**config.mk**
```make
export PLATFORM = sky130hd
export DESIGN_NAME = at_response_field_tokenizer_top_flat
export DESIGN_NICKNAME = d
export VERILOG_FILES = /design/src/rtl/core/atrft_pkg.sv /design/src/rtl/core/atrft_if.sv /design/src/rtl/core/atrft_front.sv /design/src/rtl/core/atrft_cmd_fifo.sv /design/src/rtl/core/atrft_back.sv /design/src/rtl/core/at_response_field_tokenizer_top.sv /design/src/flat_wrapper.sv
export SDC_FILE = /design/constraint.sdc
export NUM_CORES = 1
export LEC_CHECK = 0
export BUFFER_PORTS_ARGS = -buffer_cell sky130_fd_sc_hd__buf_2
export CELL_PAD_IN_SITES_DETAIL_PLACEMENT = 1
export CELL_PAD_IN_SITES_GLOBAL_PLACEMENT = 2
export CORE_MARGIN = 2
export CORE_UTILIZATION = 35
export CTS_CLUSTER_DIAMETER = 30
export CTS_CLUSTER_SIZE = 40
export DETAILED_ROUTE_END_ITERATION = 10
export GPL_ROUTABILITY_DRIVEN = 0
export PLACE_DENSITY = 0.62
export SYNTH_ARGS = -nofsm -noshare
export SYNTH_HDL_FRONTEND = slang
export SYNTH_SLANG_ARGS = --single-unit
export TNS_END_PERCENT = 50
```
**constraint.sdc**
```tcl
create_clock -name clk -period 10.8 [get_ports clk]
set_input_delay 1.62 -clock clk [delete_from_list [all_inputs] [get_ports clk]]
set_output_delay 1.62 -clock clk [all_outputs]
set_load 0.01 [all_outputs]
```
**src/rtl/core/atrft_pkg.sv**
```systemverilog
// Shared constants and the command type passed from the front end to the back end.
package atrft_pkg;

    // Default longest token held in the token store
    localparam int MAX_TOKEN_LEN_DEF = 32;
    // Upper bound of the token length setting; fixes the command field widths
    localparam int MAX_TOKEN_LEN_HI = 63;
    localparam int TOK_LEN_W = $clog2(MAX_TOKEN_LEN_HI + 1);
    // Default depth of the command queue between front and back end
    localparam int CMD_DEPTH_DEF = 4;

    // One command covers everything one input item causes: at most one store
    // write, then a stored token, then up to two empty tokens.
    typedef struct packed {
        logic                 wr_en;
        logic [TOK_LEN_W-1:0] wr_addr;
        logic [7:0]           wr_data;
        logic [TOK_LEN_W-1:0] st_len;   // zero: no stored token to drain
        logic                 st_ovf;
        logic [1:0]           n_emp;    // empty tokens after the stored one
        logic                 line_end;
    } cmd_t;

endpackage

```
**src/rtl/core/atrft_if.sv**
```systemverilog
// Valid/ready channel interfaces for response characters and token items.
interface atrft_in_if;
    logic       valid;
    logic       ready;
    logic [7:0] char_in;
    logic       is_last;

    modport source (output valid, output char_in, output is_last, input ready);
    modport sink   (input valid, input char_in, input is_last, output ready);
endinterface

interface atrft_out_if;
    logic       valid;
    logic       ready;
    logic [7:0] token_byte;
    logic       byte_valid;
    logic       token_last;
    logic       truncated;
    logic       line_end;

    modport source (output valid, output token_byte, output byte_valid, output token_last,
                    output truncated, output line_end, input ready);
    modport sink   (input valid, input token_byte, input byte_valid, input token_last,
                    input truncated, input line_end, output ready);
endinterface

```
**src/rtl/core/atrft_front.sv**
```systemverilog
// Front end: parses one character per item and issues store and drain commands.
module atrft_front #(
    parameter int MAX_TOKEN_LEN = atrft_pkg::MAX_TOKEN_LEN_DEF
) (
    input  logic            clk,
    input  logic            rst_n,
    atrft_in_if.sink        chars,
    output atrft_pkg::cmd_t cmd,
    output logic            cmd_push,
    input  logic            cmd_full
);
    import atrft_pkg::*;

    localparam int TLEN_W = $clog2(MAX_TOKEN_LEN + 1);
    localparam int ADDR_W = $clog2(MAX_TOKEN_LEN);

    localparam logic [7:0] CH_COLON  = 8'h3A;
    localparam logic [7:0] CH_QUOTE  = 8'h22;
    localparam logic [7:0] CH_COMMA  = 8'h2C;
    localparam logic [7:0] CH_LPAREN = 8'h28;
    localparam logic [7:0] CH_RPAREN = 8'h29;
    localparam logic [7:0] CH_SPACE  = 8'h20;

    typedef enum logic [3:0] {
        PH_FIRST  = 4'b0001,
        PH_PREFIX = 4'b0010,
        PH_SKIP   = 4'b0100,
        PH_FIELD  = 4'b1000
    } phase_t;

    typedef enum logic [5:0] {
        K_NONE      = 6'b000001,
        K_RAW       = 6'b000010,
        K_STR       = 6'b000100,
        K_STR_FIN   = 6'b001000,
        K_PAREN     = 6'b010000,
        K_PAREN_FIN = 6'b100000
    } kind_t;

    typedef struct packed {
        logic [TLEN_W-1:0] ln;
        logic              ov;
        logic              wr_en;
        logic [ADDR_W-1:0] wr_addr;
        logic [7:0]        wr_data;
        logic [TLEN_W-1:0] st_len;
        logic              st_ovf;
        logic [1:0]        n_emp;
    } work_t;

    phase_t            phase_reg, phase_next;
    logic              list_reg, list_next;
    kind_t             kind_reg, kind_next;
    logic [TLEN_W-1:0] len_reg;
    logic              ovf_reg;
    work_t             w;
    logic              accept;
    logic              fin;
    logic [7:0]        c;
    logic              last;

    function automatic work_t f_clear(work_t a);
        work_t r;
        r    = a;
        r.ln = '0;
        r.ov = 1'b0;
        return r;
    endfunction

    function automatic work_t f_append(work_t a, logic [7:0] ch);
        work_t r;
        r = a;
        if (r.ln < TLEN_W'(MAX_TOKEN_LEN))
        begin
            r.wr_en   = 1'b1;
            r.wr_addr = ADDR_W'(r.ln);
            r.wr_data = ch;
            r.ln      = r.ln + TLEN_W'(1);
        end
        else
        begin
            r.ov = 1'b1;
        end
        return r;
    endfunction

    // An empty store sends one empty token, otherwise the stored bytes drain.
    function automatic work_t f_emit(work_t a);
        work_t r;
        r = a;
        if (r.ln == '0)
        begin
            r.n_emp = r.n_emp + 2'd1;
        end
        else
        begin
            r.st_len = r.ln;
            r.st_ovf = r.ov;
        end
        return f_clear(r);
    endfunction

    function automatic work_t f_end_fields(work_t a, kind_t k);
        work_t r;
        r = a;
        if (k == K_NONE)
        begin
            r = f_emit(f_clear(r));
        end
        else if (k == K_RAW)
        begin
            r = f_emit(r);
        end
        return r;
    endfunction

    function automatic logic is_ws(logic [7:0] ch);
        return (ch == CH_SPACE) || ((ch >= 8'h09) && (ch <= 8'h0D));
    endfunction

    assign chars.ready = !cmd_full;
    assign accept      = chars.valid && chars.ready;
    assign c           = chars.char_in;
    assign last        = chars.is_last;

    always_comb
    begin
        phase_next = phase_reg;
        list_next  = list_reg;
        kind_next  = kind_reg;
        w          = '0;
        w.ln       = len_reg;
        w.ov       = ovf_reg;
        fin        = 1'b0;

        if (phase_next == PH_FIRST)
        begin
            kind_next = K_NONE;
            w         = f_clear(w);
            if (c == CH_LPAREN)
            begin
                list_next  = 1'b1;
                phase_next = PH_SKIP;
                if (last)
                begin
                    w = f_end_fields(w, kind_next);
                end
                fin = 1'b1;
            end
            else
            begin
                list_next  = 1'b0;
                phase_next = PH_PREFIX;
            end
        end

        if (!fin && (phase_next == PH_PREFIX))
        begin
            if (c == CH_COLON)
            begin
                w          = f_clear(w);
                kind_next  = K_NONE;
                phase_next = PH_SKIP;
                if (last)
                begin
                    w = f_end_fields(w, kind_next);
                end
            end
            else
            begin
                w = f_append(w, c);
                if (last)
                begin
                    w = f_emit(w);
                end
            end
            fin = 1'b1;
        end

        if (!fin && (phase_next == PH_SKIP))
        begin
            if (is_ws(c))
            begin
                if (last)
                begin
                    w = f_end_fields(w, kind_next);
                end
                fin = 1'b1;
            end
            else
            begin
                phase_next = PH_FIELD;
                kind_next  = K_NONE;
                w          = f_clear(w);
            end
        end

        if (!fin)
        begin
            // A list line's closing bracket ends a raw or empty field.
            if (list_next && last && (c == CH_RPAREN) &&
                ((kind_next == K_NONE) || (kind_next == K_RAW)))
            begin
                if (kind_next == K_NONE)
                begin
                    w = f_clear(w);
                end
                w = f_emit(w);
            end
            else
            begin
                unique case (kind_next)
                    K_NONE:
                    begin
                        w = f_clear(w);
                        if (c == CH_QUOTE)
                        begin
                            kind_next = K_STR;
                            w         = f_append(w, c);
                        end
                        else if (c == CH_COMMA)
                        begin
                            w = f_emit(w);
                        end
                        else if (c == CH_SPACE)
                        begin
                            kind_next = K_NONE;
                        end
                        else if (c == CH_LPAREN)
                        begin
                            kind_next = K_PAREN;
                            w         = f_append(w, c);
                        end
                        else
                        begin
                            kind_next = K_RAW;
                            w         = f_append(w, c);
                        end
                    end
                    K_RAW:
                    begin
                        if (c == CH_COMMA)
                        begin
                            w         = f_emit(w);
                            kind_next = K_NONE;
                        end
                        else
                        begin
                            w = f_append(w, c);
                        end
                    end
                    K_STR:
                    begin
                        w = f_append(w, c);
                        if (c == CH_QUOTE)
                        begin
                            w         = f_emit(w);
                            kind_next = K_STR_FIN;
                        end
                    end
                    K_PAREN:
                    begin
                        w = f_append(w, c);
                        if (c == CH_RPAREN)
                        begin
                            w         = f_emit(w);
                            kind_next = K_PAREN_FIN;
                        end
                    end
                    K_STR_FIN, K_PAREN_FIN:
                    begin
                        if (c == CH_COMMA)
                        begin
                            kind_next = K_NONE;
                        end
                    end
                    default:
                    begin
                        kind_next = K_NONE;
                        w         = f_clear(w);
                    end
                endcase
                if (last)
                begin
                    w = f_end_fields(w, kind_next);
                end
            end
        end

        if (last)
        begin
            phase_next = PH_FIRST;
            list_next  = 1'b0;
            kind_next  = K_NONE;
            w          = f_clear(w);
        end
    end

    always_comb
    begin
        cmd.wr_en    = w.wr_en;
        cmd.wr_addr  = TOK_LEN_W'(w.wr_addr);
        cmd.wr_data  = w.wr_data;
        cmd.st_len   = TOK_LEN_W'(w.st_len);
        cmd.st_ovf   = w.st_ovf;
        cmd.n_emp    = w.n_emp;
        cmd.line_end = last;
    end

    // Items that neither write nor emit leave nothing for the back end.
    assign cmd_push = accept && (w.wr_en || (w.st_len != '0) || (w.n_emp != 2'd0));

    always_ff @(posedge clk or negedge rst_n)
    begin
        if (!rst_n)
        begin
            phase_reg <= PH_FIRST;
            list_reg  <= 1'b0;
            kind_reg  <= K_NONE;
            len_reg   <= '0;
            ovf_reg   <= 1'b0;
        end
        else if (accept)
        begin
            phase_reg <= phase_next;
            list_reg  <= list_next;
            kind_reg  <= kind_next;
            len_reg   <= w.ln;
            ovf_reg   <= w.ov;
        end
    end

    a_line_restart: assert property (@(posedge clk) disable iff (!rst_n)
        accept && chars.is_last |=> (phase_reg == PH_FIRST) && (len_reg == '0))
        else $error("parser did not return to line start after final character");

endmodule

```
**src/rtl/core/atrft_cmd_fifo.sv**
```systemverilog
// Small command queue between the parsing front end and the draining back end.
module atrft_cmd_fifo #(
    parameter int DEPTH = atrft_pkg::CMD_DEPTH_DEF
) (
    input  logic            clk,
    input  logic            rst_n,
    input  logic            push,
    input  atrft_pkg::cmd_t push_data,
    output logic            full,
    input  logic            pop,
    output atrft_pkg::cmd_t pop_data,
    output logic            empty
);
    import atrft_pkg::*;

    localparam int PTR_W = (DEPTH > 1) ? $clog2(DEPTH) : 1;
    localparam int CNT_W = $clog2(DEPTH + 1);

    cmd_t             slot_reg [DEPTH];
    logic [PTR_W-1:0] wr_ptr_reg, wr_ptr_next;
    logic [PTR_W-1:0] rd_ptr_reg, rd_ptr_next;
    logic [CNT_W-1:0] count_reg, count_next;

    assign full     = (count_reg == CNT_W'(DEPTH));
    assign empty    = (count_reg == '0);
    assign pop_data = slot_reg[rd_ptr_reg];

    always_comb
    begin
        wr_ptr_next = wr_ptr_reg;
        rd_ptr_next = rd_ptr_reg;
        if (push)
        begin
            wr_ptr_next = (wr_ptr_reg == PTR_W'(DEPTH - 1)) ? '0 : wr_ptr_reg + PTR_W'(1);
        end
        if (pop)
        begin
            rd_ptr_next = (rd_ptr_reg == PTR_W'(DEPTH - 1)) ? '0 : rd_ptr_reg + PTR_W'(1);
        end
        count_next = count_reg + CNT_W'(push) - CNT_W'(pop);
    end

    always_ff @(posedge clk or negedge rst_n)
    begin
        if (!rst_n)
        begin
            wr_ptr_reg <= '0;
            rd_ptr_reg <= '0;
            count_reg  <= '0;
        end
        else
        begin
            wr_ptr_reg <= wr_ptr_next;
            rd_ptr_reg <= rd_ptr_next;
            count_reg  <= count_next;
        end
    end

    always_ff @(posedge clk)
    begin
        if (push)
        begin
            slot_reg[wr_ptr_reg] <= push_data;
        end
    end

    a_no_overflow: assert property (@(posedge clk) disable iff (!rst_n) push |-> !full)
        else $error("command queue written while full");

    a_no_underflow: assert property (@(posedge clk) disable iff (!rst_n) pop |-> !empty)
        else $error("command queue read while empty");

endmodule

```
**src/rtl/core/atrft_back.sv**
```systemverilog
// Back end: owns the token store, applies writes and drains tokens byte by byte.
module atrft_back #(
    parameter int MAX_TOKEN_LEN = atrft_pkg::MAX_TOKEN_LEN_DEF
) (
    input  logic            clk,
    input  logic            rst_n,
    input  atrft_pkg::cmd_t cmd,
    input  logic            cmd_empty,
    output logic            cmd_pop,
    atrft_out_if.source     tokens
);
    import atrft_pkg::*;

    localparam int TLEN_W = $clog2(MAX_TOKEN_LEN + 1);
    localparam int ADDR_W = $clog2(MAX_TOKEN_LEN);

    typedef enum logic [3:0] {
        S_IDLE  = 4'b0001,
        S_READ  = 4'b0010,
        S_SEND  = 4'b0100,
        S_EMPTY = 4'b1000
    } state_t;

    typedef struct packed {
        logic [7:0] token_byte;
        logic       byte_valid;
        logic       token_last;
        logic       truncated;
        logic       line_end;
    } item_t;

    logic [7:0]        store_mem [MAX_TOKEN_LEN];
    logic [7:0]        rd_data_reg;
    state_t            state_reg, state_next;
    logic [ADDR_W-1:0] idx_reg, idx_next;
    logic [TLEN_W-1:0] len_reg, len_next;
    logic              ovf_reg, ovf_next;
    logic [1:0]        emp_reg, emp_next;
    logic              le_reg, le_next;
    logic              out_valid_reg, out_valid_next;
    item_t             out_reg, out_next;
    logic              out_free;
    logic              mem_we;
    logic              byte_last;

    assign out_free  = !out_valid_reg || tokens.ready;
    assign byte_last = (TLEN_W'(idx_reg) + TLEN_W'(1)) == len_reg;

    always_comb
    begin
        state_next     = state_reg;
        idx_next       = idx_reg;
        len_next       = len_reg;
        ovf_next       = ovf_reg;
        emp_next       = emp_reg;
        le_next        = le_reg;
        out_valid_next = out_valid_reg && !tokens.ready;
        out_next       = out_reg;
        cmd_pop        = 1'b0;
        mem_we         = 1'b0;

        unique case (state_reg)
            S_IDLE:
            begin
                if (!cmd_empty)
                begin
                    cmd_pop  = 1'b1;
                    mem_we   = cmd.wr_en;
                    idx_next = '0;
                    len_next = cmd.st_len[TLEN_W-1:0];
                    ovf_next = cmd.st_ovf;
                    emp_next = cmd.n_emp;
                    le_next  = cmd.line_end;
                    if (cmd.st_len != '0)
                    begin
                        state_next = S_READ;
                    end
                    else if (cmd.n_emp != 2'd0)
                    begin
                        state_next = S_EMPTY;
                    end
                end
            end
            S_READ:
            begin
                state_next = S_SEND;
            end
            S_SEND:
            begin
                if (out_free)
                begin
                    out_valid_next      = 1'b1;
                    out_next.token_byte = rd_data_reg;
                    out_next.byte_valid = 1'b1;
                    out_next.token_last = byte_last;
                    out_next.truncated  = ovf_reg;
                    out_next.line_end   = le_reg && byte_last && (emp_reg == 2'd0);
                    idx_next            = idx_reg + ADDR_W'(1);
                    if (byte_last)
                    begin
                        state_next = (emp_reg != 2'd0) ? S_EMPTY : S_IDLE;
                    end
                    else
                    begin
                        state_next = S_READ;
                    end
                end
            end
            S_EMPTY:
            begin
                if (out_free)
                begin
                    out_valid_next      = 1'b1;
                    out_next.token_byte = 8'h00;
                    out_next.byte_valid = 1'b0;
                    out_next.token_last = 1'b1;
                    out_next.truncated  = 1'b0;
                    out_next.line_end   = le_reg && (emp_reg == 2'd1);
                    emp_next            = emp_reg - 2'd1;
                    if (emp_reg == 2'd1)
                    begin
                        state_next = S_IDLE;
                    end
                end
            end
            default:
            begin
                state_next = S_IDLE;
            end
        endcase
    end

    always_ff @(posedge clk or negedge rst_n)
    begin
        if (!rst_n)
        begin
            state_reg     <= S_IDLE;
            idx_reg       <= '0;
            len_reg       <= '0;
            ovf_reg       <= 1'b0;
            emp_reg       <= 2'd0;
            le_reg        <= 1'b0;
            out_valid_reg <= 1'b0;
        end
        else
        begin
            state_reg     <= state_next;
            idx_reg       <= idx_next;
            len_reg       <= len_next;
            ovf_reg       <= ovf_next;
            emp_reg       <= emp_next;
            le_reg        <= le_next;
            out_valid_reg <= out_valid_next;
        end
    end

    always_ff @(posedge clk)
    begin
        out_reg <= out_next;
    end

    always_ff @(posedge clk)
    begin
        if (mem_we)
        begin
            store_mem[cmd.wr_addr[ADDR_W-1:0]] <= cmd.wr_data;
        end
        if (state_reg == S_READ)
        begin
            rd_data_reg <= store_mem[idx_reg];
        end
    end

    assign tokens.valid      = out_valid_reg;
    assign tokens.token_byte = out_reg.token_byte;
    assign tokens.byte_valid = out_reg.byte_valid;
    assign tokens.token_last = out_reg.token_last;
    assign tokens.truncated  = out_reg.truncated;
    assign tokens.line_end   = out_reg.line_end;

    a_send_in_range: assert property (@(posedge clk) disable iff (!rst_n)
        (state_reg == S_SEND) || (state_reg == S_READ) |-> TLEN_W'(idx_reg) < len_reg)
        else $error("drain index ran past the stored token length");

    a_empty_pending: assert property (@(posedge clk) disable iff (!rst_n)
        (state_reg == S_EMPTY) |-> (emp_reg != 2'd0))
        else $error("empty token state entered with nothing pending");

endmodule

```
**src/rtl/core/at_response_field_tokenizer_top.sv**
```systemverilog
// Top level of the AT response field tokenizer: front end, command queue, back end.
//
//  Channel   Dir  Payload                                                 Accepted when
//  chars     in   char_in[7:0], is_last                                   valid && ready
//  tokens    out  token_byte[7:0], byte_valid, token_last, truncated,     valid && ready
//                 line_end
//
// The front end takes one character per cycle while the command queue has room.
// The back end takes a command while idle and sends each token byte through a
// registered store read, then the output register load; an empty token is loaded directly.
// Reset clears the parser, the queue pointers and count, and the output valid flag; the token
// store is not cleared, since a byte is always written before it is read.
// A stall on tokens holds the output register and fills the queue; a full
// queue drops chars.ready.
module at_response_field_tokenizer_top #(
    parameter int MAX_TOKEN_LEN = atrft_pkg::MAX_TOKEN_LEN_DEF,
    parameter int CMD_DEPTH     = atrft_pkg::CMD_DEPTH_DEF
) (
    input  logic        clk,
    input  logic        rst_n,
    atrft_in_if.sink    chars,
    atrft_out_if.source tokens
);
    import atrft_pkg::*;

    cmd_t front_cmd;
    cmd_t back_cmd;
    logic cmd_push;
    logic cmd_full;
    logic cmd_pop;
    logic cmd_empty;

    // Parse characters, track the current field and issue store/drain commands.
    atrft_front #(
        .MAX_TOKEN_LEN (MAX_TOKEN_LEN)
    ) u_front (
        .clk      (clk),
        .rst_n    (rst_n),
        .chars    (chars),
        .cmd      (front_cmd),
        .cmd_push (cmd_push),
        .cmd_full (cmd_full)
    );

    // Decouple parsing from draining so each side stalls on its own.
    atrft_cmd_fifo #(
        .DEPTH (CMD_DEPTH)
    ) u_cmd_fifo (
        .clk       (clk),
        .rst_n     (rst_n),
        .push      (cmd_push),
        .push_data (front_cmd),
        .full      (cmd_full),
        .pop       (cmd_pop),
        .pop_data  (back_cmd),
        .empty     (cmd_empty)
    );

    // Write token bytes into the store and drain finished tokens as items.
    atrft_back #(
        .MAX_TOKEN_LEN (MAX_TOKEN_LEN)
    ) u_back (
        .clk       (clk),
        .rst_n     (rst_n),
        .cmd       (back_cmd),
        .cmd_empty (cmd_empty),
        .cmd_pop   (cmd_pop),
        .tokens    (tokens)
    );

endmodule
```
**src/flat_wrapper.sv**
```systemverilog
// flat-port wrapper written by rule: the top's interface ports become plain ports
module at_response_field_tokenizer_top_flat import atrft_pkg::*;
#(
    parameter int MAX_TOKEN_LEN = atrft_pkg::MAX_TOKEN_LEN_DEF,
    parameter int CMD_DEPTH     = atrft_pkg::CMD_DEPTH_DEF
)
  (clk, rst_n, chars_valid, chars_char_in, chars_is_last, chars_ready, tokens_valid, tokens_token_byte, tokens_byte_valid, tokens_token_last, tokens_truncated, tokens_line_end, tokens_ready);
  atrft_in_if chars_i ();
  atrft_out_if tokens_i ();
  input  logic clk;
  input  logic rst_n;
  input wire logic [$bits(chars_i.valid)-1:0] chars_valid;
  input wire logic [$bits(chars_i.char_in)-1:0] chars_char_in;
  input wire logic [$bits(chars_i.is_last)-1:0] chars_is_last;
  output wire logic [$bits(chars_i.ready)-1:0] chars_ready;
  output wire logic [$bits(tokens_i.valid)-1:0] tokens_valid;
  output wire logic [$bits(tokens_i.token_byte)-1:0] tokens_token_byte;
  output wire logic [$bits(tokens_i.byte_valid)-1:0] tokens_byte_valid;
  output wire logic [$bits(tokens_i.token_last)-1:0] tokens_token_last;
  output wire logic [$bits(tokens_i.truncated)-1:0] tokens_truncated;
  output wire logic [$bits(tokens_i.line_end)-1:0] tokens_line_end;
  input wire logic [$bits(tokens_i.ready)-1:0] tokens_ready;
  assign chars_i.valid = chars_valid;
  assign chars_i.char_in = chars_char_in;
  assign chars_i.is_last = chars_is_last;
  assign chars_ready = chars_i.ready;
  assign tokens_valid = tokens_i.valid;
  assign tokens_token_byte = tokens_i.token_byte;
  assign tokens_byte_valid = tokens_i.byte_valid;
  assign tokens_token_last = tokens_i.token_last;
  assign tokens_truncated = tokens_i.truncated;
  assign tokens_line_end = tokens_i.line_end;
  assign tokens_i.ready = tokens_ready;
  at_response_field_tokenizer_top #(.MAX_TOKEN_LEN(MAX_TOKEN_LEN), .CMD_DEPTH(CMD_DEPTH)) u_core (.clk(clk), .rst_n(rst_n), .chars(chars_i), .tokens(tokens_i));
endmodule
```
Word level (Yosys, flattened, before mapping)
Memories as Yosys holds them, arrays and structs flattened. A register that Yosys moved wholly into a read port is not among the register bits.
Index checks and enable logic that the tools add are counted.

cells by class
  add/subtract/negate cells = 14
  magnitude comparators = 4
  equal/unequal tests = 33
  mux-type cells = 120
  bitwise gates (word level) = 1
  reductions and logical operators = 47

operators by type and width
  kind                                                  number
  2-to-1 mux 30 bit                                     23
  2-to-1 mux 6 bit                                      25
  case mux 30 bit (5 select lines)                      1
  2-to-1 mux 25 bit                                     3
  2-to-1 mux 4 bit                                      14
  2-to-1 mux 7 bit                                      7
  equality test 8 x 6 -> 1 bit (second input constant)  6
  logical NOT 6 bit                                     7
  2-to-1 mux 14 bit                                     2
  2-to-1 mux 12 bit                                     2
  2-to-1 mux 2 bit                                      12
  case mux 12 bit (2 select lines)                      1
  case mux 6 bit (4 select lines)                       1
  2-to-1 mux 1 bit                                      21
  2-to-1 mux 5 bit                                      4
  equality test 6 x 1 -> 1 bit (second input constant)  3
  equality test 6 x 2 -> 1 bit (second input constant)  3
  case mux 4 bit (4 select lines)                       1
  adder 2 x 1 -> 2 bit (second input constant)          7
  adder 6 x 1 -> 6 bit (second input constant)          2
  logical AND 1 bit                                     12
  < comparator 6 bit (second input constant)            2
  nonzero test 2 bit                                    6
  nonzero test 6 bit                                    2
  34 further kinds                                      52

storage, ports and cells
  bits in registers = 57
  memory bits (writable) = 352
  input port bits = 13
  output and inout bits = 14
  word-level logic and storage cells = 241
  memories kept = 2

memory list
  memory                      words  width  read ports  clocked after Yosys merged registers in  write ports  line                  source
  u_core.u_back.store_mem     32     8      1           1                                        1            atrft_back.sv:32      logic [7:0] store_mem [MAX_TOKEN_LEN];
  u_core.u_cmd_fifo.slot_reg  4      24     1           0                                        1            atrft_cmd_fifo.sv:19  cmd_t slot_reg [DEPTH];

Logic depth before layout (Yosys ltp)
Gate-level depths: netlist of run 1.

  depth after elaboration = 44
  mapped depth = 26
  depth with buffers taken out = 22

Cells and area by module
From an unflattened synthesis of run 1, not the netlist that was laid out.

unflattened totals
  cells, all modules = 1315
  area total of the unflattened synthesis = 19847.8 um^2

by module, submodules not included
  module          instances  cells each  area each (um^2)  sequential area each (um^2)
  atrft_back      1          626         12039.0           8789.7
  atrft_cmd_fifo  1          167         4066.4            3178.0
  atrft_front     1          522         3742.3            452.9

Worst setup path after synthesis of run 1
No wires, ideal clock.

  path kind = input port to flip-flop
  start = input chars_char_in[2]
  end = register u_core.u_cmd_fifo.count_reg[2]
  library setup time = 0.080 ns
  data arrival time = 6.527 ns
  data required time = 10.720 ns
  setup slack = 4.193 ns
  stages = 22
  buffers on the path = 3
  path through = buf_6 > or4b_4 > buf_6 > nor4_4 > a2bb2oi_2 > o211ai_2 > buf_2 > and2_1 > ha_1 > clkinv_1 > xnor2_1 > nor2_1 > mux2_2 > a41oi_2 > mux2i_1 > a221o_1 > nor4b_4 > a31oi_4 > ha_1 > fa_1 > xnor2_1 > xnor2_1

RTL lines
  item                    line                  source
  start: declaration      flat_wrapper.sv:13    input wire logic [$bits(chars_i.char_in)-1:0] chars_char_in;
  end signal: assignment  atrft_cmd_fifo.sv:55  count_reg <= count_next;
  end: declaration        atrft_cmd_fifo.sv:22  logic [CNT_W-1:0] count_reg, count_next;

==> summary by stage, run 1 <==
Status
The flow ran to the end, and the final reports show no timing, DRC or antenna violations.

Global routing
The number of global-route vias before repair came to 12300. Entering global routing, the biggest net connects 46 pins. The leftover overflow at the end of global routing is 0. The initial antenna violation count is 0. The first global-routing pass estimated 79.7 mm of wire.

For this run, the total global-route usage over all layers was measured as 18.9%.

Synthesis
The synthesized area is 19200 µm². The most used flip-flop cell after synthesis is sky130_fd_sc_hd__edfxtp_1. The total number of yosys warnings is 0.

The sequential element share of the synthesized area is 64.0%. Averaged over all synthesized cells, the footprint is 15.3 µm². Yosys mapped a number of flops with a built-in enable equal to 372.

The number of different library cells used by synthesis comes to 103. Synthesis produced a netlist whose cell count is 1253. The synthesized netlist net count is 1283. The fraction of synthesis flops using an asynchronous set or reset pin is 10.8%. The flip-flop and latch count after synthesis is 417.

Die
For this design the top-level I/O count stands at 27. The initial utilization of the core area, before any placement, comes to 35.6%. The floorplan has 85 rows. The floorplan die height is 238 µm. The die width is 238 µm. The core area is 54000 µm².

The floorplan step defined a die boundary enclosing 56800 µm².

STA
For the pin with the worst max-slew slack, the measured transition is 1.21 ns. The post-route clock skew is 0.0243 ns. The max-slew violation count is 0. The final worst hold slack is 0.463 ns. The maximum clock rate is 142 MHz. Adding up every negative setup slack in the final design gives 0 ns. Setup repair after global routing left no endpoint under its margin.

After layout, the worst setup slack is 3.78 ns. The final critical-path required period is 7.02 ns. The number of failing hold endpoints at the final stage is 0. The worst path uses 65.0% of the clock period.

In this run the tightest slew margin relative to its limit is 18.2%. Setup violations remaining at the end of the flow were counted as 0.

Clocking
Clock tree synthesis found a total of 417 sinks. The tree is rooted in a sky130_fd_sc_hd__clkbuf_16. Clock latency on the worst-skew pair, taken at its later pin, is 0.62 ns. Counting along the longest clock path gives a buffer depth of 3. After clock tree synthesis, the setup repair step added 0 buffers. The register clock-pin slew on the reported worst setup and hold paths is 0.04 ns. After clock tree synthesis, the flow added hold-fix buffers numbering 0. The count of H-tree levels built during CTS is 3. TritonCTS built the clock tree.

Counting the buffers created by CTS gives 91. The count of instances resized after the clock tree is built is 0.

Placed design
After legalization and detailed placement, the total HPWL measured 34.5 mm. The number of port buffers is 26. OpenSTA, run right after detailed placement, puts the worst setup slack at 3.16 ns.

Cells and area
The count of inserted antenna diode cells is 0. The post-layout net count is 1359. The area overhead of the layout relative to synthesis is 20.6%.

The share of final-layout standard cells stronger than drive strength 1 is 25.3%. The library cells used most frequently in the layout, excluding fill and tap cells, are sky130_fd_sc_hd__edfxtp_1 (372), sky130_fd_sc_hd__mux4_2 (104), sky130_fd_sc_hd__clkbuf_16 (93), sky130_fd_sc_hd__nand2_1 (92), sky130_fd_sc_hd__nor2_1 (88). The number of flip-flops in the largest register is 256.

The library cell used most frequently in the layout, excluding fill and tap cells, is sky130_fd_sc_hd__edfxtp_1.

Worst setup path
The worst register-to-register path begins at u_core.u_front.phase_reg[1]$_DFFE_PN0P_. The critical path starts at chars_char_in[1]. In this run the worst path has a maximum fanout of 14.

At the worst endpoint, the required time is 11.34 ns. The setup path with the least slack is of type in -> reg. The kind of end point of the critical path is a flop. The data arrival time at the worst-slack endpoint is 7.56 ns. The startpoint class of the critical path is a primary input.

Pwr
The power density of the placed cells is 294 nW/µm². The leakage component of the power is 7.74 nW. The post-layout total power is 6.82 mW. The peak ir drop on the vdd network is 0.142 mV.

Routing
The first routing iteration left 799 violations. The first TritonRoute pass finished after 5 iterations. The vias per cell is 5.50. The final layout contains routed wiring with a total length of 52.0 mm. Once detail routing completed, the nets flagged for antenna violations numbered 0. In the routed design, unresolved DRC markers number 0. The total via count after detailed routing is 11600. The routed wirelength normalized by instance count is 24.7 µm.

Job
The reported max-cap violation count is 0.

Min path
The min-delay analysis places its worst path in the category reg -> reg. The start point of the worst min-delay path is u_core.u_front.list_reg$_DFFE_PN0P_.
layout make-up:
type / instances / area [µm²]
Clock buffer: 113 / 2460
Clock inverter: 58 / 593
Fill cell: 5343 / 30900
Inverter: 26 / 97.6
Multi-Input combinational cell: 743 / 6530
Sequential cell: 417 / 12300
Tap cell: 696 / 871
Timing Repair Buffer: 50 / 310
through the flow:
step,cells,cell area [µm²],util (%)
CTS,2103,23200,42.9
finish,2103,23200,42.9
floorplan,1253,19200,-
global route,2103,23200,42.9
detailed placement,1932,20100,37.2
global placement,1932,20100,37.2
metal layers:
metal | part of all wire (%) | up-vias | routed length, µm | global-route usage, %
met3 | 5.6 | 65 | 2910 | 3.99
met4 | 1.9 | 0 | 1010 | 6.48
li1 | - | 5203 | - | -
met2 | 47 | 300 | 24600 | 29.7
met5 | 0 | - | 0 | 0
met1 | 45 | 6000 | 23500 | 26.1
synthesized netlist by cell type (17+ instances only):
cell	number	area, µm²
sky130_fd_sc_hd__edfxtp_1	372	11200
sky130_fd_sc_hd__mux4_2	104	2340
sky130_fd_sc_hd__nand2_1	92	345
sky130_fd_sc_hd__nor2_1	88	330
sky130_fd_sc_hd__o21ai_0	45	225
sky130_fd_sc_hd__clkbuf_1	44	165
sky130_fd_sc_hd__dfrtp_1	42	1050
sky130_fd_sc_hd__a21oi_1	38	190
sky130_fd_sc_hd__inv_1	25	93.8
sky130_fd_sc_hd__nor3_1	25	125
sky130_fd_sc_hd__and2_1	19	119
sky130_fd_sc_hd__nand3_1	17	85.1
sky130_fd_sc_hd__nor2b_1	17	106
critical path: stages:
cell and delay, ns:
sky130_fd_sc_hd__buf_2 0.16, sky130_fd_sc_hd__or4b_1 0.74, sky130_fd_sc_hd__nor4_4 0.24, sky130_fd_sc_hd__o21ai_2 0.20, sky130_fd_sc_hd__o211ai_2 0.66, sky130_fd_sc_hd__and2_0 0.37, sky130_fd_sc_hd__ha_1 0.32, sky130_fd_sc_hd__clkinv_1 0.28
sky130_fd_sc_hd__or4_1 0.61, sky130_fd_sc_hd__nand4_1 0.14, sky130_fd_sc_hd__o221a_2 0.20, sky130_fd_sc_hd__o21ai_0 0.17, sky130_fd_sc_hd__nor4_1 0.34, sky130_fd_sc_hd__nor4b_4 0.30, sky130_fd_sc_hd__a31oi_4 0.18, sky130_fd_sc_hd__ha_1 0.27
sky130_fd_sc_hd__fa_1 0.43, sky130_fd_sc_hd__xnor2_1 0.19, sky130_fd_sc_hd__xnor2_1 0.13
where the power goes:
| part | leakage [nW] | switching (mW) | internal, mW | total [mW] |
|---|---|---|---|---|
| logic | 2.31 | 1.16 | 0.568 | 1.72 |
| clock network | 1.47 | 0.888 | 1.81 | 2.70 |
| registers | 3.95 | 0.134 | 2.27 | 2.40 |
| total | 7.74 | 2.18 | 4.65 | 6.82 |
path summary, 6_finish.rpt:
check	to	slack, ns	cells after the start
worst max-delay path	u_core.u_cmd_fifo.count_reg[2]$_DFF_PN0_	3.78	19
worst min-delay path	u_core.u_front.list_reg$_DFFE_PN0P_	0.46	2
min in group asynchronous	u_core.u_cmd_fifo.count_reg[2]$_DFF_PN0_	1.15	2
worst min register to register	u_core.u_front.list_reg$_DFFE_PN0P_	0.46	2
max in group asynchronous	u_core.u_back.idx_reg[0]$_DFFE_PN0P_	9.12	2
worst max register to register	u_core.u_cmd_fifo.count_reg[2]$_DFF_PN0_	3.96	21
cell families after synthesis:
kind of cell	share of synthesized area, %
xor+xnor	0.957
buf+inv	2.10
simple gates	10.1
mux	13.1
compound gates	8.57
fa+ha+maj	1.15
flops	64.0
No activity file was read; power rests on OpenSTA's default activity.
==> run 2: changes to the inputs <==
- PLACE_DENSITY: 0.62 -> 0.64
- clock period: 10.8 -> 5.7 ns (I/O delays scaled with it)
==> run 2 against run 1 <==
Against the previous run:
- sequential share of layout area is 1.6 points lower
- setup slack worse by 3.5 ns
- design area grew 3.2%
- final cell count up 3.4%
- hold slack got worse by 0.069 ns
- sequential cell count unchanged
- utilization is 1.4 points higher
- register-to-register slack worse by 3.6 ns
- sequential power rose by 89%
- combinational power rose by 100%
- die area stayed put
- critical path type is now reg -> reg
- highest routed layer unchanged
==> summary by stage, run 2 (same netlist as run 1, synthesis figures left out) <==
Placed design
The estimated wirelength of the detail-placed design is 35.5 mm. Once placement completed, the tool counted placed cells totaling 2002. OpenSTA, run right after detailed placement, puts the worst setup slack at 0.0958 ns. After detailed placement, the total cell area comes to 20700 µm². The number of port buffers is 26.

Worst setup path
The worst setup path is launched from a flop. The worst setup path is captured at a flop. The worst setup path startpoint is u_core.u_front.phase_reg[0]$_DFFE_PN1P_.

The data arrival time at the worst-slack endpoint is 5.91 ns. The required time of the worst setup path is 6.22 ns. The worst register-to-register path begins at u_core.u_front.phase_reg[0]$_DFFE_PN1P_. The critical path start-end classification is reg -> reg. The highest fanout seen on the critical path is 5.

Clocking
The CTS tree is done. The clock latency reported for the late side of the worst-skew pair is 0.64 ns. The register clock-pin slew on the reported worst setup and hold paths is 0.04 ns. The clock buffer count from CTS is 92.

For this design, the CTS-stage hold fixing added 0 buffers. The count of instances resized after the clock tree is built is 0. In this run the deepest clock path goes through 3 buffers. Buffers added to address setup during post-CTS repair amount to 0. CTS saw 417 sinks. The root buffer cell chosen for the clock tree is sky130_fd_sc_hd__clkbuf_16.

The count of H-tree levels built during CTS is 3.

Routing
The total via count after detailed routing is 11900. After detailed routing, the average wire length per cell comes to 24.5 µm. The DRC violations left is 0. Summed over all layers, the routed wires come to 53.3 mm. The first routing iteration left 728 violations. Once detail routing completed, the nets flagged for antenna violations numbered 0. Dividing the detail-routed via count by the number of cells gives 5.49. The first detailed-routing pass took 5 iterations.

Cells and area
In the final layout, the share of cells above drive strength 1 is 29.9%. The library cell used most frequently in the layout, excluding fill and tap cells, is sky130_fd_sc_hd__edfxtp_1. The post-route cell area is 23900 µm². The count of inserted antenna diode cells is 0. The post-layout net count is 1430. The area overhead of the layout relative to synthesis is 24.4%. In the layout the commonest cells are sky130_fd_sc_hd__edfxtp_1 (372), sky130_fd_sc_hd__mux4_2 (104), sky130_fd_sc_hd__buf_4 (93), sky130_fd_sc_hd__nand2_1 (92), sky130_fd_sc_hd__clkbuf_16 (92). The number of filler instances in the final layout is 5347. The finished layout holds 2174 standard cells, fillers aside. The register with the most flip-flops in the layout has 256 of them.

Die
The floorplan step set the die width to 238 µm. The area of the die is 56800 µm². The die is 238 µm tall. The number of top-level pins is 27.

The cell row count is 85. The initial standard-cell utilization of the core is 35.6%. The core area is 54000 µm².

Global routing
The initial antenna violation count is 0. Entering global routing, the biggest net connects 65 pins. The total routing resource utilization after global routing is 19.3%.

The leftover overflow at the end of global routing is 0. The number of global-route vias before repair is 12900. The wire length of the first global-routing pass is 81.7 mm.

Job
Across the run, the number of max-cap violations was 0.

Pwr
The power share of the combinational group is 26.1%. Net switching is 31.6% of the power. The proportion of power drawn by the clock network is 40.1%. The power density of the placed cells is 561 nW/µm². The register share of total power is 33.9%. In this run the static leakage power is 8.17 nW. Across the VDD grid, the largest voltage drop is 0.264 mV. Internal power comes to 9.17 mW.

The switching power summed over all nets is 4.24 mW.

STA
The number of failing hold endpoints at the final stage is 0. The final worst hold slack is 0.394 ns. The routed design could run at a clock period as short as 5.39 ns. The smallest setup slack after layout is 0.312 ns. For the pin with the worst max-slew slack, the measured transition is 1.17 ns. The post-route setup TNS is 0 ns.

The post-route clock skew is 0.0405 ns. The maximum clock rate is 186 MHz. The final critical path takes up 94.5% of the cycle. Setup violations remaining at the end of the flow were counted as 0. Headroom to the max-slew limit came out at 21.9%. The max-slew violation count came to 0. Setup repair after global routing left no endpoint under its margin.

Min path
The worst hold path class is in -> async.

Status
The flow ran to the end, and the final reports show no timing, DRC or antenna violations.
## run 2: worst max-delay path: stages (launching register included)
cell                       delay (ns)
sky130_fd_sc_hd__dfstp_2         0.52
sky130_fd_sc_hd__or4b_4          0.48
sky130_fd_sc_hd__and2_1          0.21
sky130_fd_sc_hd__ha_1            0.27
sky130_fd_sc_hd__o21ai_0         0.13
sky130_fd_sc_hd__nand2_1         0.15
sky130_fd_sc_hd__nor4_1          0.31
sky130_fd_sc_hd__buf_4           0.17
sky130_fd_sc_hd__ha_1            0.22
sky130_fd_sc_hd__a32o_1          0.25
sky130_fd_sc_hd__or2_0           0.20
sky130_fd_sc_hd__o221ai_1        0.29
sky130_fd_sc_hd__o311a_1         0.26
sky130_fd_sc_hd__a21oi_1         0.09
sky130_fd_sc_hd__a31o_2          0.32
sky130_fd_sc_hd__nor4b_4         0.34
sky130_fd_sc_hd__a31oi_4         0.13
sky130_fd_sc_hd__ha_2            0.22
sky130_fd_sc_hd__fa_1            0.42
sky130_fd_sc_hd__xnor2_1         0.18
sky130_fd_sc_hd__xnor2_1         0.14
## run 2: power groups by stage
stage,Clock [mW],Combinational (mW),Sequential (mW)
after global placement,0,3.47,4.58
final,5.38,3.49,4.54
after CTS,5.46,3.54,4.55
after detailed placement,0,3.52,4.60
after global routing,5.62,3.82,4.60
after floorplan,0,2.27,4.44
## run 2: layer usage
metal	global-route usage [%]	vias up	routed length, µm
li1	-	5362	-
met1	26.5	6192	24400
met2	30.5	290	25000
met3	3.53	91	2490
met4	7.71	0	1410
met5	0	-	0
## run 2: worst paths after layout
kind	depth (start not counted)	endpoint	slack (ns)
worst min register to register	2	u_core.u_back.le_reg$_DFFE_PN0P_	0.49
max in group asynchronous	2	u_core.u_back.idx_reg[0]$_DFFE_PN0P_	4.76
worst min-delay path	2	u_core.u_cmd_fifo.wr_ptr_reg[0]$_DFFE_PN0P_	0.39
worst max register to register	20	u_core.u_cmd_fifo.count_reg[2]$_DFF_PN0_	0.31
worst max-delay path	20	u_core.u_cmd_fifo.count_reg[2]$_DFF_PN0_	0.31
min in group clk	2	u_core.u_back.le_reg$_DFFE_PN0P_	0.49
## run 2: cell type report
class | instances | area [µm²] | share of cell area [%]
multi-input cells | 743 | 6580 | 27.5
inverters | 26 | 103 | 0.429
flip-flops and latches | 417 | 12300 | 51.5
clock inverters | 69 | 836 | 3.50
clock buffers | 103 | 2360 | 9.89
repair buffers | 120 | 848 | 3.55
well taps | 696 | 871 | 3.64
## run 2: metrics by stage
stage / util (%) / power, mW
2_1_floorplan: - / 6.71
3_3_place_gp: 38.3 / 8.05
3_5_place_dp: 38.3 / 8.12
4_1_cts: 44.2 / 13.6
5_1_grt: 44.2 / 14.0
6_report: 44.2 / 13.4
